==> config.mk <==
export PLATFORM = sky130hd
export DESIGN_NAME = lsa_rl_cell
export DESIGN_NICKNAME = d
export VERILOG_FILES = /design/src/rtl/core/lsa_rl_pkg.sv /design/src/rtl/core/lsa_rl_cell.sv
export SDC_FILE = /design/constraint.sdc
export NUM_CORES = 1
export LEC_CHECK = 0
export ABC_AREA = 1
export BUFFER_PORTS_ARGS = -buffer_cell sky130_fd_sc_hd__clkbuf_2
export CAP_MARGIN = 20
export CORE_AREA = 3 3 152 154
export DETAILED_ROUTE_END_ITERATION = 6
export DIE_AREA = 0 0 155 157
export GPL_TIMING_DRIVEN = 0
export PLACE_DENSITY = 0.65
export RECOVER_POWER = 50
export SLEW_MARGIN = 15
export SYNTH_ARGS = -nofsm -noshare
export SYNTH_HDL_FRONTEND = slang
export SYNTH_SLANG_ARGS = --single-unit
==> constraint.sdc <==
create_clock -name aclk -period 6.1 [get_ports aclk]
set_clock_uncertainty 0.15 [all_clocks]
set_input_delay 0.61 -clock aclk [delete_from_list [all_inputs] [get_ports aclk]]
set_output_delay 0.61 -clock aclk [all_outputs]
set_load 0.1 [all_outputs]
==> src/rtl/core/lsa_rl_pkg.sv <==
// shared types for the link-state retransmission list: entry layout, request kinds,
// and the per-cycle control word that the core sends to every list cell
// no dependencies
package lsa_rl_pkg;

    // one list entry, packed so the key sits in the low bits as on the stream bus
    typedef struct packed {
        logic [15:0] check_value;
        logic [31:0] sequence_req;
        logic [31:0] origin_router;
        logic [31:0] state_id;
        logic [15:0] lsa_type;
    } entry_t;

    localparam int unsigned EntryWidth = $bits(entry_t);

    typedef enum logic [1:0] {
        KIND_QUEUE = 2'd0,
        KIND_ACK   = 2'd1,
        KIND_QUERY = 2'd2,
        KIND_CLEAR = 2'd3
    } kind_t;

    // control broadcast to all cells
    typedef struct packed {
        logic capture;   // register key and full compare flags
        logic update;    // overwrite the entry whose key hit
        logic append;    // write the first free cell
        logic ack;       // drop the fully matching entry and close the gap
        logic clear;     // empty the list
    } cell_ctrl_t;

endpackage

==> src/rtl/core/lsa_rl_cell.sv <==
// one cell of the retransmission list: holds one entry and its occupied flag,
// compares against the broadcast request and shifts from its right neighbor
// depends on lsa_rl_pkg
module lsa_rl_cell import lsa_rl_pkg::*; (
    input  logic       aclk,
    input  logic       aresetn,
    input  entry_t     req_entry,
    input  cell_ctrl_t ctrl,
    input  logic       left_occ,
    input  logic       left_shift,
    input  entry_t     right_entry,
    input  logic       right_occ,
    output logic       occ,
    output entry_t     entry,
    output logic       key_hit,
    output logic       full_hit,
    output logic       shift_out
);

    logic   occ_reg, occ_next;
    entry_t entry_reg, entry_next;
    logic   key_hit_reg, key_hit_next;
    logic   full_hit_reg, full_hit_next;
    logic   key_eq, full_eq;

    assign key_eq  = (entry_reg.lsa_type == req_entry.lsa_type) &&
                     (entry_reg.state_id == req_entry.state_id) &&
                     (entry_reg.origin_router == req_entry.origin_router);
    assign full_eq = key_eq && (entry_reg.sequence_req == req_entry.sequence_req) &&
                     (entry_reg.check_value == req_entry.check_value);

    // this cell or one to its left is removed: take the right neighbor
    assign shift_out = left_shift | full_hit_reg;

    always_comb begin
        occ_next      = occ_reg;
        entry_next    = entry_reg;
        key_hit_next  = key_hit_reg;
        full_hit_next = full_hit_reg;
        if (ctrl.capture) begin
            key_hit_next  = occ_reg & key_eq;
            full_hit_next = occ_reg & full_eq;
        end
        if (ctrl.update && key_hit_reg) begin
            entry_next = req_entry;
        end
        if (ctrl.append && !occ_reg && left_occ) begin
            entry_next = req_entry;
            occ_next   = 1'b1;
        end
        if (ctrl.ack && shift_out) begin
            entry_next = right_entry;
            occ_next   = right_occ;
        end
        if (ctrl.clear) begin
            occ_next = 1'b0;
        end
    end

    always_ff @(posedge aclk) begin
        if (!aresetn) begin
            occ_reg      <= 1'b0;
            key_hit_reg  <= 1'b0;
            full_hit_reg <= 1'b0;
        end else begin
            occ_reg      <= occ_next;
            key_hit_reg  <= key_hit_next;
            full_hit_reg <= full_hit_next;
        end
    end

    always_ff @(posedge aclk) begin
        entry_reg <= entry_next;
    end

    assign occ      = occ_reg;
    assign entry    = entry_reg;
    assign key_hit  = key_hit_reg;
    assign full_hit = full_hit_reg;

endmodule

==> results of run 1 <==
synthesized netlist by cell type (3+ instances only):
library cell / number / share of area (%)
sky130_fd_sc_hd__nand3_1: 6 / 0.40
sky130_fd_sc_hd__nor2_1: 52 / 2.6
sky130_fd_sc_hd__nor2_2: 3 / 0.25
sky130_fd_sc_hd__xnor2_1: 51 / 6.0
sky130_fd_sc_hd__nand4_1: 6 / 0.50
sky130_fd_sc_hd__inv_1: 106 / 5.3
sky130_fd_sc_hd__xor2_1: 13 / 1.5
sky130_fd_sc_hd__buf_2: 19 / 1.3
sky130_fd_sc_hd__nand2_1: 428 / 21
sky130_fd_sc_hd__clkbuf_1: 5 / 0.25
sky130_fd_sc_hd__inv_2: 13 / 0.65
sky130_fd_sc_hd__o21ai_1: 39 / 2.6
sky130_fd_sc_hd__dfxtp_1: 3 / 0.80
sky130_fd_sc_hd__o21ai_0: 56 / 3.7
sky130_fd_sc_hd__edfxtp_1: 128 / 51
kinds of logic after synthesis:
logic type / count (synthesis) / share of synthesized area [%]
simple gates: 498 / 25.51
buf+inv: 147 / 7.900
flops: 131 / 52.11
compound gates: 102 / 6.999
xor+xnor: 64 / 7.483
final cells by class:
| class | instances | area [um^2] |
|---|---|---|
| fill | 2242 | 11480 |
| sequential | 131 | 3904 |
| multi-input combinational | 664 | 2995 |
| timing repair buffer | 399 | 1992 |
| inverter | 119 | 446.7 |
| clock buffer | 18 | 429.2 |
| tap | 280 | 350.3 |
| buffer | 28 | 117.6 |
| clock inverter | 14 | 105.1 |
stage by stage:
step | std cells | setup WS [ns]
4_1_cts | 1653 | 3.876
5_1_grt | 1653 | 2.671
3_5_place_dp | 1621 | 3.574
3_3_place_gp | 1619 | -0.1325
2_1_floorplan | 942 | 1.324
6_report | 1653 | 2.950
per-layer routing:
layer,GRT usage [%],up-vias
li1,-,3791
met1,23.94,3378
met2,35.33,328
met3,5.884,37
met4,6.308,0
met5,0,-
how the worst max path moves through the flow:
stage,end,cells after the start
final,entry[0],5
after global routing,entry[0],5
after CTS,shift_out,2
after detailed placement,entry[23],6
after global placement,entry[2],5
after floorplan,entry[0],4
worst register-to-register path, stage by stage, from the launching register on:
cell	delay (ns)
sky130_fd_sc_hd__dfxtp_1	0.41
sky130_fd_sc_hd__o21a_1	0.15
sky130_fd_sc_hd__clkbuf_1	0.43
sky130_fd_sc_hd__a31oi_1	0.13
sky130_fd_sc_hd__nand2_1	1.14
sky130_fd_sc_hd__buf_16	0.36
power by group through the flow:
stage,sequential (mW),clock (mW),combinational (mW)
after floorplan,1.65,0,0.211
after global placement,1.17,0,0.932
after detailed placement,1.15,0,0.946
after CTS,1.14,0.964,0.946
after global routing,1.15,0.997,0.988
final,1.14,0.942,0.931
==> summary.log, run 1 <==
[timing] Fin Setup TNS 0 ns
[timing] setup violators final 0
[outcome] violations in the final reports capacitance limit, slew limit
[drt] highest metal layer used by the detailed router met4
[yosys] net count after synthesis 1208
[yosys] post-synthesis instance area 7491 um^2
[layout] final design instance area without fill 10340 um^2
[hold_path] path category of the worst min-delay check in2reg
[drt] number of optimization iterations in the first detailed-route pass 4
[power] fraction of power consumed by sequential logic 37.8%
[placed_design] placed cell areas 9883 um^2
[yosys] post-synthesis average cell area 7.952 um^2
[drt] residual DRC count 0
[layout] share of post-route cells with drive strength above 1 30.74%
[grt] wire length of the first global-routing pass 37850 um
[worst_setup_path] kind of cell adding the most delay to the critical path simple AND/OR/NAND/NOR gates
[yosys] post-synthesis sequential element count 131
[worst_setup_path] data required time of the critical path 6.04 ns
[cts] Clock Sinks 131
[floorplan] area of the die 24340 um^2
[cts] post-CTS setup buffers 0
[yosys] number of instances in the synthesized netlist 942
[power] P per Cell Area 291.2 nW/um^2
[grt] number of antenna violations at the first check in global routing 0
[timing] Final Hold Vio Count 0
[layout] utilization after layout 47.38%
[power] proportion of total power due to net switching 40.02%
[hold_path] origin of the worst min-delay path ctrl[0]
[timing] RSZ-0062 raised after global routing false
[drt] met3 WL 2082 um
[timing] max-slew violation count 31
[worst_setup_path] Critical Path Slowest Stage Cell sky130_fd_sc_hd__nand2_1
[timing] smallest hold slack 0.2151 ns
[cts] CTS clk-pin slew, worst paths 0.06 ns
[drt] count of vias placed by the detailed router 7534
[power] clock share of power 31.3%
[power] relative contribution of combinational cells to total power 30.9%
[cts] Worst-Skew Late Latency 0.42 ns
[worst_setup_path] list of cells traversed by the critical path o21a_1 -> clkbuf_1 -> a31oi_1 -> nand2_1 -> buf_16
[grt] largest net degree at the start of global routing 57
[power] internal portion of total power 1.806 mW
[drt] number of nets with antenna violations after routing 0
[timing] Max-Slew Margin vs Limit -3.416%
[power] total power 3.011 mW
[placed_design] dpl hpwl 20540 um
[worst_setup_path] Reg2Reg Setup Slack 2.95 ns
[yosys] fraction of registers with async set or reset after synthesis 0%
[drt] DR WL/cell 15.60 um
[timing] post-route clock period utilization 51.64%
[worst_setup_path] count of buffering cells on the critical path with inverters included 2
[placed_design] buffers added on ports 397
[worst_setup_path] crit path DAT 3.09 ns
[worst_setup_path] startpoint of the lowest-slack register-to-register path full_hit
[cts] post-cts sizing count 0
[timing] post-layout minimum cycle time 3.150 ns
[power] NetSw 1.205 mW
[yosys] sequential area share after synthesis 52.11%
[worst_setup_path] crit path max fanout 56
[hold_path] Cells on Worst Hold Path 2
[grt] gr usage total 20.16%
[cts] Clock Root Buffer sky130_fd_sc_hd__clkbuf_16
[drt] vias per inst 4.558
[drt] Total Wirelength 25780 um
[timing] Least-Margin Pin Slew 1.547 ns
[worst_setup_path] Crit. End Element flop
[worst_setup_path] critical path type reg2reg
[worst_setup_path] Worst setup startpoint full_hit
[floorplan] width of the die 155 um
[layout] antenna fix cells 0
[floorplan] vertical die dimension 157 um
[layout] fin nets 1626
[floorplan] Initial Util 34.33%
[layout] commonest non-fill, non-tap cells in the layout sky130_fd_sc_hd__nand2_1 (428), sky130_fd_sc_hd__clkbuf_2 (363), sky130_fd_sc_hd__edfxtp_1 (128)
[floorplan] number of primary I/O pins 398
[layout] area overhead of the layout relative to synthesis 38.03%
[floorplan] standard-cell rows 54
[placed_design] Final Wtd Congestion 0.8583
[layout] most common cell after layout, fill and taps aside sky130_fd_sc_hd__nand2_1
[yosys] number of distinct standard cells referenced by the synthesized netlist 27
[outcome] outcome finished with violations
[yosys] prevailing post-synth register cell sky130_fd_sc_hd__edfxtp_1
[grt] GRT overflow 0
[cts] Max H-tree Level 4
[worst_setup_path] CP Launch Type flop
[cts] number of buffers created by CTS 17
[timing] Max Freq 317.4 MHz
[drt] met2 wire length 12830 um
[worst_setup_path] capture point of the worst reg-to-reg path entry[0]
[cts] TritonCTS clock tree built
[yosys] Post-synth EDFFs 128
[worst_setup_path] delay of the slowest critical-path stage 1.14 ns
[grt] via count of the first global-routing pass 7162
[yosys] synth warn 0
[cts] number of hold-repair buffers added at the cts stage 0
[cts] number of buffers on the longest clock path 2
[drt] WL met1 10300 um
[worst_setup_path] FF-to-FF path depth 5
[drt] number of DRC violations after detailed-routing iteration 0 486
[power] Peak supply drop 133.2 uV
[layout] flip-flop count of the largest register, all copies and words added 128
[floorplan] core outline area 21820 um^2
[hold_path] terminating pin of the worst hold path occ
[run] reported max-cap violation count 1
[power] static leakage 5.172 nW
Power figures use the tool's default switching activity.
==> run 2: changes to the inputs <==
PLACE_DENSITY = 0.68   (was 0.65)
clock period = 2.79 ns   (was 6.1 ns; I/O delays follow)
==> run 2 against run 1 <==
  * The run now ends clean
  * Combinational power increased by 130%
  * Critical endpoint is now entry[83]
  * Die area unchanged
  * Final area increased by 10%
  * Count of clock-buffer cells in the layout unchanged
  * Power increased by 140%
  * First-iteration DRC count decreased by 4.5%
==> summary.log, run 2 (synthesized netlist as in run 1, its figures left out) <==
[outcome] outcome completed
[timing] max-slew violation count 0
[drt] number of optimization iterations in the first detailed-route pass 4
[power] total power 7.116 mW
[placed_design] buffers added on ports 397
[floorplan] Initial Util 34.33%
[timing] post-layout minimum cycle time 2.571 ns
[cts] Max H-tree Level 4
[worst_setup_path] CP Launch Type flop
[cts] CTS clk-pin slew, worst paths 0.07 ns
[layout] fin nets 1732
[floorplan] number of primary I/O pins 398
[grt] gr usage total 21.51%
[timing] smallest hold slack 0.01663 ns
[grt] number of antenna violations at the first check in global routing 0
[timing] Max Freq 388.9 MHz
[layout] antenna fix cells 0
[drt] DR WL/cell 15.59 um
[layout] flip-flop count of the largest register, all copies and words added 128
[timing] setup violators final 0
[grt] wire length of the first global-routing pass 40860 um
[power] P per Cell Area 624.4 nW/um^2
[worst_setup_path] Crit. End Element flop
[worst_setup_path] list of cells traversed by the critical path o21a_1 -> buf_4 -> inv_1 -> clkbuf_1 -> nand2_1 -> nand2_1 -> dlygate4sd3_1
[placed_design] cell count after placement 1619
[layout] number of non-filler instances in the completed layout 1758
[layout] share of post-route cells with drive strength above 1 22.53%
[cts] TritonCTS clock tree built
[cts] number of buffers on the longest clock path 2
[timing] Fin Setup TNS 0 ns
[worst_setup_path] crit path DAT 2.71 ns
[cts] Worst-Skew Late Latency 0.42 ns
[cts] number of buffers created by CTS 17
[worst_setup_path] critical path type reg2reg
[worst_setup_path] most frequent CP cell sky130_fd_sc_hd__nand2_1
[layout] most common cell after layout, fill and taps aside sky130_fd_sc_hd__nand2_1
[placed_design] Placement Setup Slack 0.1955 ns
[power] Peak supply drop 368.0 uV
[drt] number of DRC violations after detailed-routing iteration 0 464
[cts] Clock Root Buffer sky130_fd_sc_hd__clkbuf_16
[worst_setup_path] count of buffering cells on the critical path with inverters included 4
[grt] via count of the first global-routing pass 7946
[drt] number of nets with antenna violations after routing 0
[timing] final worst setup slack 0.2186 ns
[drt] Total Wirelength 27410 um
[placed_design] placed cell areas 9844 um^2
[floorplan] standard-cell rows 54
[worst_setup_path] kind of cell adding the most delay to the critical path buffers and inverters
[cts] post-CTS setup buffers 0
[floorplan] vertical die dimension 157 um
[power] static leakage 5.408 nW
[timing] RSZ-0062 raised after global routing false
[layout] area overhead of the layout relative to synthesis 52.15%
[worst_setup_path] crit path max fanout 10
[timing] post-route clock period utilization 92.17%
[drt] count of vias placed by the detailed router 8121
[worst_setup_path] Critical Path Slowest Stage Cell sky130_fd_sc_hd__dlygate4sd3_1
[layout] final design instance area without fill 11400 um^2
[timing] Max-Slew Margin vs Limit 13.75%
[placed_design] dpl hpwl 20300 um
[layout] commonest non-fill, non-tap cells in the layout sky130_fd_sc_hd__nand2_1 (427), sky130_fd_sc_hd__clkbuf_2 (267), sky130_fd_sc_hd__clkbuf_1 (142)
[worst_setup_path] data required time of the critical path 2.92 ns
[grt] GRT overflow 0
[drt] residual DRC count 0
[worst_setup_path] delay of the slowest critical-path stage 0.55 ns
[floorplan] area of the die 24340 um^2
[timing] Final Hold Vio Count 0
[grt] largest net degree at the start of global routing 129
[placed_design] Final Wtd Congestion 0.8478
[floorplan] core outline area 21820 um^2
[drt] vias per inst 4.619
[layout] utilization after layout 52.22%
[run] reported max-cap violation count 0
[floorplan] width of the die 155 um
[cts] Clock Sinks 131
[timing] Least-Margin Pin Slew 1.299 ns
[hold_path] path category of the worst min-delay check in2reg
==> run 2: tightest hold or removal path, cell delays in order <==
cell and delay, ns:
sky130_fd_sc_hd__clkbuf_2 0.08, sky130_fd_sc_hd__nand2_1 0.04, sky130_fd_sc_hd__o21ai_0 0.07
==> run 2: what timing repair did <==
item | in CTS | in global routing
hold buffers | 107 | 1
gates resized for setup | 0 | 1
setup endpoints to repair | 0 | 55
endpoints found under the hold margin | 88 | 1
==> run 2: area by class of cell <==
| type | instances | area, um^2 |
|---|---|---|
| multi-input cells | 664 | 3015 |
| plain buffers | 28 | 137.6 |
| clock inverters | 13 | 209.0 |
| inverters | 119 | 446.7 |
| flip-flops and latches | 131 | 3904 |
| repair buffers | 505 | 2905 |
| fillers | 2081 | 10430 |
| well taps | 280 | 350.3 |
| clock buffers | 18 | 429.2 |
==> run 2: report_power, final <==
part           internal (mW)  switching (mW)
registers               2.38           0.116
logic                  0.506            1.64
clock network           1.58           0.896
==> run 2: routing by layer <==
layer  up-vias  GRT usage (%)  wire length (um)
met5         -              0                 0
met4         0          8.452               858
met3        57          6.076              2180
met1      3681          24.92             10680
li1       4012              -                 -
met2       371          37.77             13690
==> run 2: final timing paths <==
kind	slack, ns	to	cells after the start	from
hold reg to reg	0.38	occ	2	occ
hold / removal	0.02	entry[18]	3	right_entry[18]
setup / recovery	0.22	entry[83]	7	full_hit
setup reg to reg	0.22	entry[83]	7	full_hit
==> run 3: changes to the inputs <==
GPL_TIMING_DRIVEN = not set   (was 0)
clock period = 2.1 ns   (was 2.79 ns; I/O delays follow)
==> run 3 against run 2 <==
  * Clock power grew 14%
  * Flip-flop and latch count is the same
  * Fmax grew 27%
  * Sequential power grew 33%
  * Final area grew 9.3%
==> summary.log, run 3 (synthesized netlist as in run 1, its figures left out) <==
[grt] number of antenna violations at the first check in global routing 0
[timing] Fin Setup TNS 0 ns
[worst_setup_path] crit path max fanout 51
[timing] max-slew violation count 0
[timing] setup violators final 0
[power] Peak supply drop 481.3 uV
[layout] share of post-route cells with drive strength above 1 29.74%
[worst_setup_path] startpoint of the lowest-slack register-to-register path full_hit
[timing] final worst setup slack 0.07650 ns
[worst_setup_path] Crit. End Element flop
[layout] area overhead of the layout relative to synthesis 66.33%
[cts] Clock Root Buffer sky130_fd_sc_hd__clkbuf_16
[worst_setup_path] FF-to-FF path depth 5
[floorplan] standard-cell rows 54
[grt] GRT overflow 0
[worst_setup_path] Reg2Reg Setup Slack 0.08 ns
[layout] most common cell after layout, fill and taps aside sky130_fd_sc_hd__nand2_1
[drt] count of vias placed by the detailed router 8488
[hold_path] path category of the worst min-delay check in2reg
[timing] post-layout minimum cycle time 2.024 ns
[layout] flip-flop count of the largest register, all copies and words added 128
[layout] number of filler cells placed in the layout 1832
[drt] Total Wirelength 29500 um
[worst_setup_path] data required time of the critical path 2.11 ns
[timing] Max Freq 494.2 MHz
[floorplan] Initial Util 34.33%
[timing] Max-Slew Margin vs Limit 58.53%
[floorplan] number of primary I/O pins 398
[floorplan] vertical die dimension 157 um
[hold_path] Cells on Worst Hold Path 3
[layout] commonest non-fill, non-tap cells in the layout sky130_fd_sc_hd__nand2_1 (427), sky130_fd_sc_hd__clkbuf_2 (398), sky130_fd_sc_hd__dlygate4sd3_1 (202)
[drt] number of DRC violations after detailed-routing iteration 0 675
[cts] Clock Sinks 131
[cts] post-CTS setup buffers 0
[layout] antenna fix cells 0
[worst_setup_path] CP Launch Type flop
[grt] via count of the first global-routing pass 8653
[worst_setup_path] capture point of the worst reg-to-reg path entry[9]
[grt] wire length of the first global-routing pass 44560 um
[floorplan] area of the die 24340 um^2
[hold_path] terminating pin of the worst hold path entry[14]
[placed_design] buffers added on ports 397
[placed_design] cell count after placement 1602
[run] reported max-cap violation count 0
[placed_design] Final Wtd Congestion 0.9738
[timing] Least-Margin Pin Slew 0.6248 ns
[cts] CTS clk-pin slew, worst paths 0.06 ns
[timing] Final Hold Vio Count 0
[drt] number of optimization iterations in the first detailed-route pass 5
[cts] Max H-tree Level 4
[layout] utilization after layout 57.09%
[timing] smallest hold slack 0.02806 ns
[grt] largest net degree at the start of global routing 102
[power] static leakage 6.142 nW
[drt] vias per inst 4.621
[grt] gr usage total 23.04%
[cts] Worst-Skew Late Latency 0.42 ns
[layout] number of non-filler instances in the completed layout 1837
[power] P per Cell Area 741.2 nW/um^2
[placed_design] Placement Setup Slack 0.2210 ns
[layout] fin nets 1810
[worst_setup_path] critical path type reg2reg
[drt] DR WL/cell 16.06 um
[placed_design] dpl hpwl 20080 um
[timing] post-route clock period utilization 96.36%
[drt] number of nets with antenna violations after routing 0
[floorplan] width of the die 155 um
[timing] RSZ-0062 raised after global routing false
[cts] number of buffers on the longest clock path 2
[cts] TritonCTS clock tree built
[outcome] outcome completed
[drt] residual DRC count 0
[hold_path] origin of the worst min-delay path req_entry[14]
[floorplan] core outline area 21820 um^2
[worst_setup_path] crit path DAT 2.03 ns
[cts] number of buffers created by CTS 17
run 3: area by class of cell:
type | instances | area, um^2 | share of cell area (%)
repair buffers | 611 | 4164 | 33.42
flip-flops and latches | 131 | 3908 | 31.36
multi-input cells | 664 | 3033 | 24.34
inverters | 119 | 449.2 | 3.605
clock buffers | 17 | 425.4 | 3.414
well taps | 280 | 350.3 | 2.812
clock inverters | 15 | 130.1 | 1.044
run 3: what timing repair did:
item / in CTS / in global routing
hold endpoints to repair: 131 / 0
resized for setup: 0 / 3
setup endpoints to repair: 0 / 4
hold buffers: 202 / 0
run 3: worst max path at each step:
| stage | startpoint | to | slack, ns | depth (start not counted) |
|---|---|---|---|---|
| 3_5_place_dp | entry[54] | full_hit | 0.22 | 9 |
| 4_1_cts | full_hit | entry[9] | 0.07 | 4 |
| 2_1_floorplan | occ | entry[0] | 0.04 | 3 |
| 5_1_grt | full_hit | entry[9] | 0.04 | 5 |
| 3_3_place_gp | entry[78] | full_hit | 0.24 | 7 |
| 6_report | full_hit | entry[9] | 0.08 | 5 |
run 3: power breakdown:
group	switching (mW)	internal [mW]	leakage, nW	total, mW
clock network	1.20	1.63	0.262	2.83
logic	2.23	0.861	4.61	3.09
registers	0.160	3.15	1.27	3.31
run 3: routing by layer:
layer / share of wire [%] / global-route usage (%) / vias up / routed length [um]
li1: - / - / 4154 / -
met1: 38 / 26.05 / 3806 / 11140
met2: 50 / 41.15 / 455 / 14830
met3: 8.5 / 6.379 / 73 / 2508
met4: 3.5 / 9.420 / 0 / 1025
met5: 0 / 0 / - / 0
run 3: critical path: stages (launching register included):
cell and delay [ns]:
sky130_fd_sc_hd__dfxtp_4 0.35, sky130_fd_sc_hd__o21a_4 0.28, sky130_fd_sc_hd__buf_16 0.21, sky130_fd_sc_hd__nand2_1 0.10
sky130_fd_sc_hd__o21ai_0 0.08, sky130_fd_sc_hd__dlygate4sd3_1 0.57
run 3: through the flow:
stage | power [mW] | cell area, um^2
6_report | 9.235 | 12460
5_1_grt | 9.597 | 12460
4_1_cts | 9.259 | 12480
3_5_place_dp | 6.106 | 9898
3_3_place_gp | 6.078 | 9898
2_1_floorplan | 5.386 | 7528
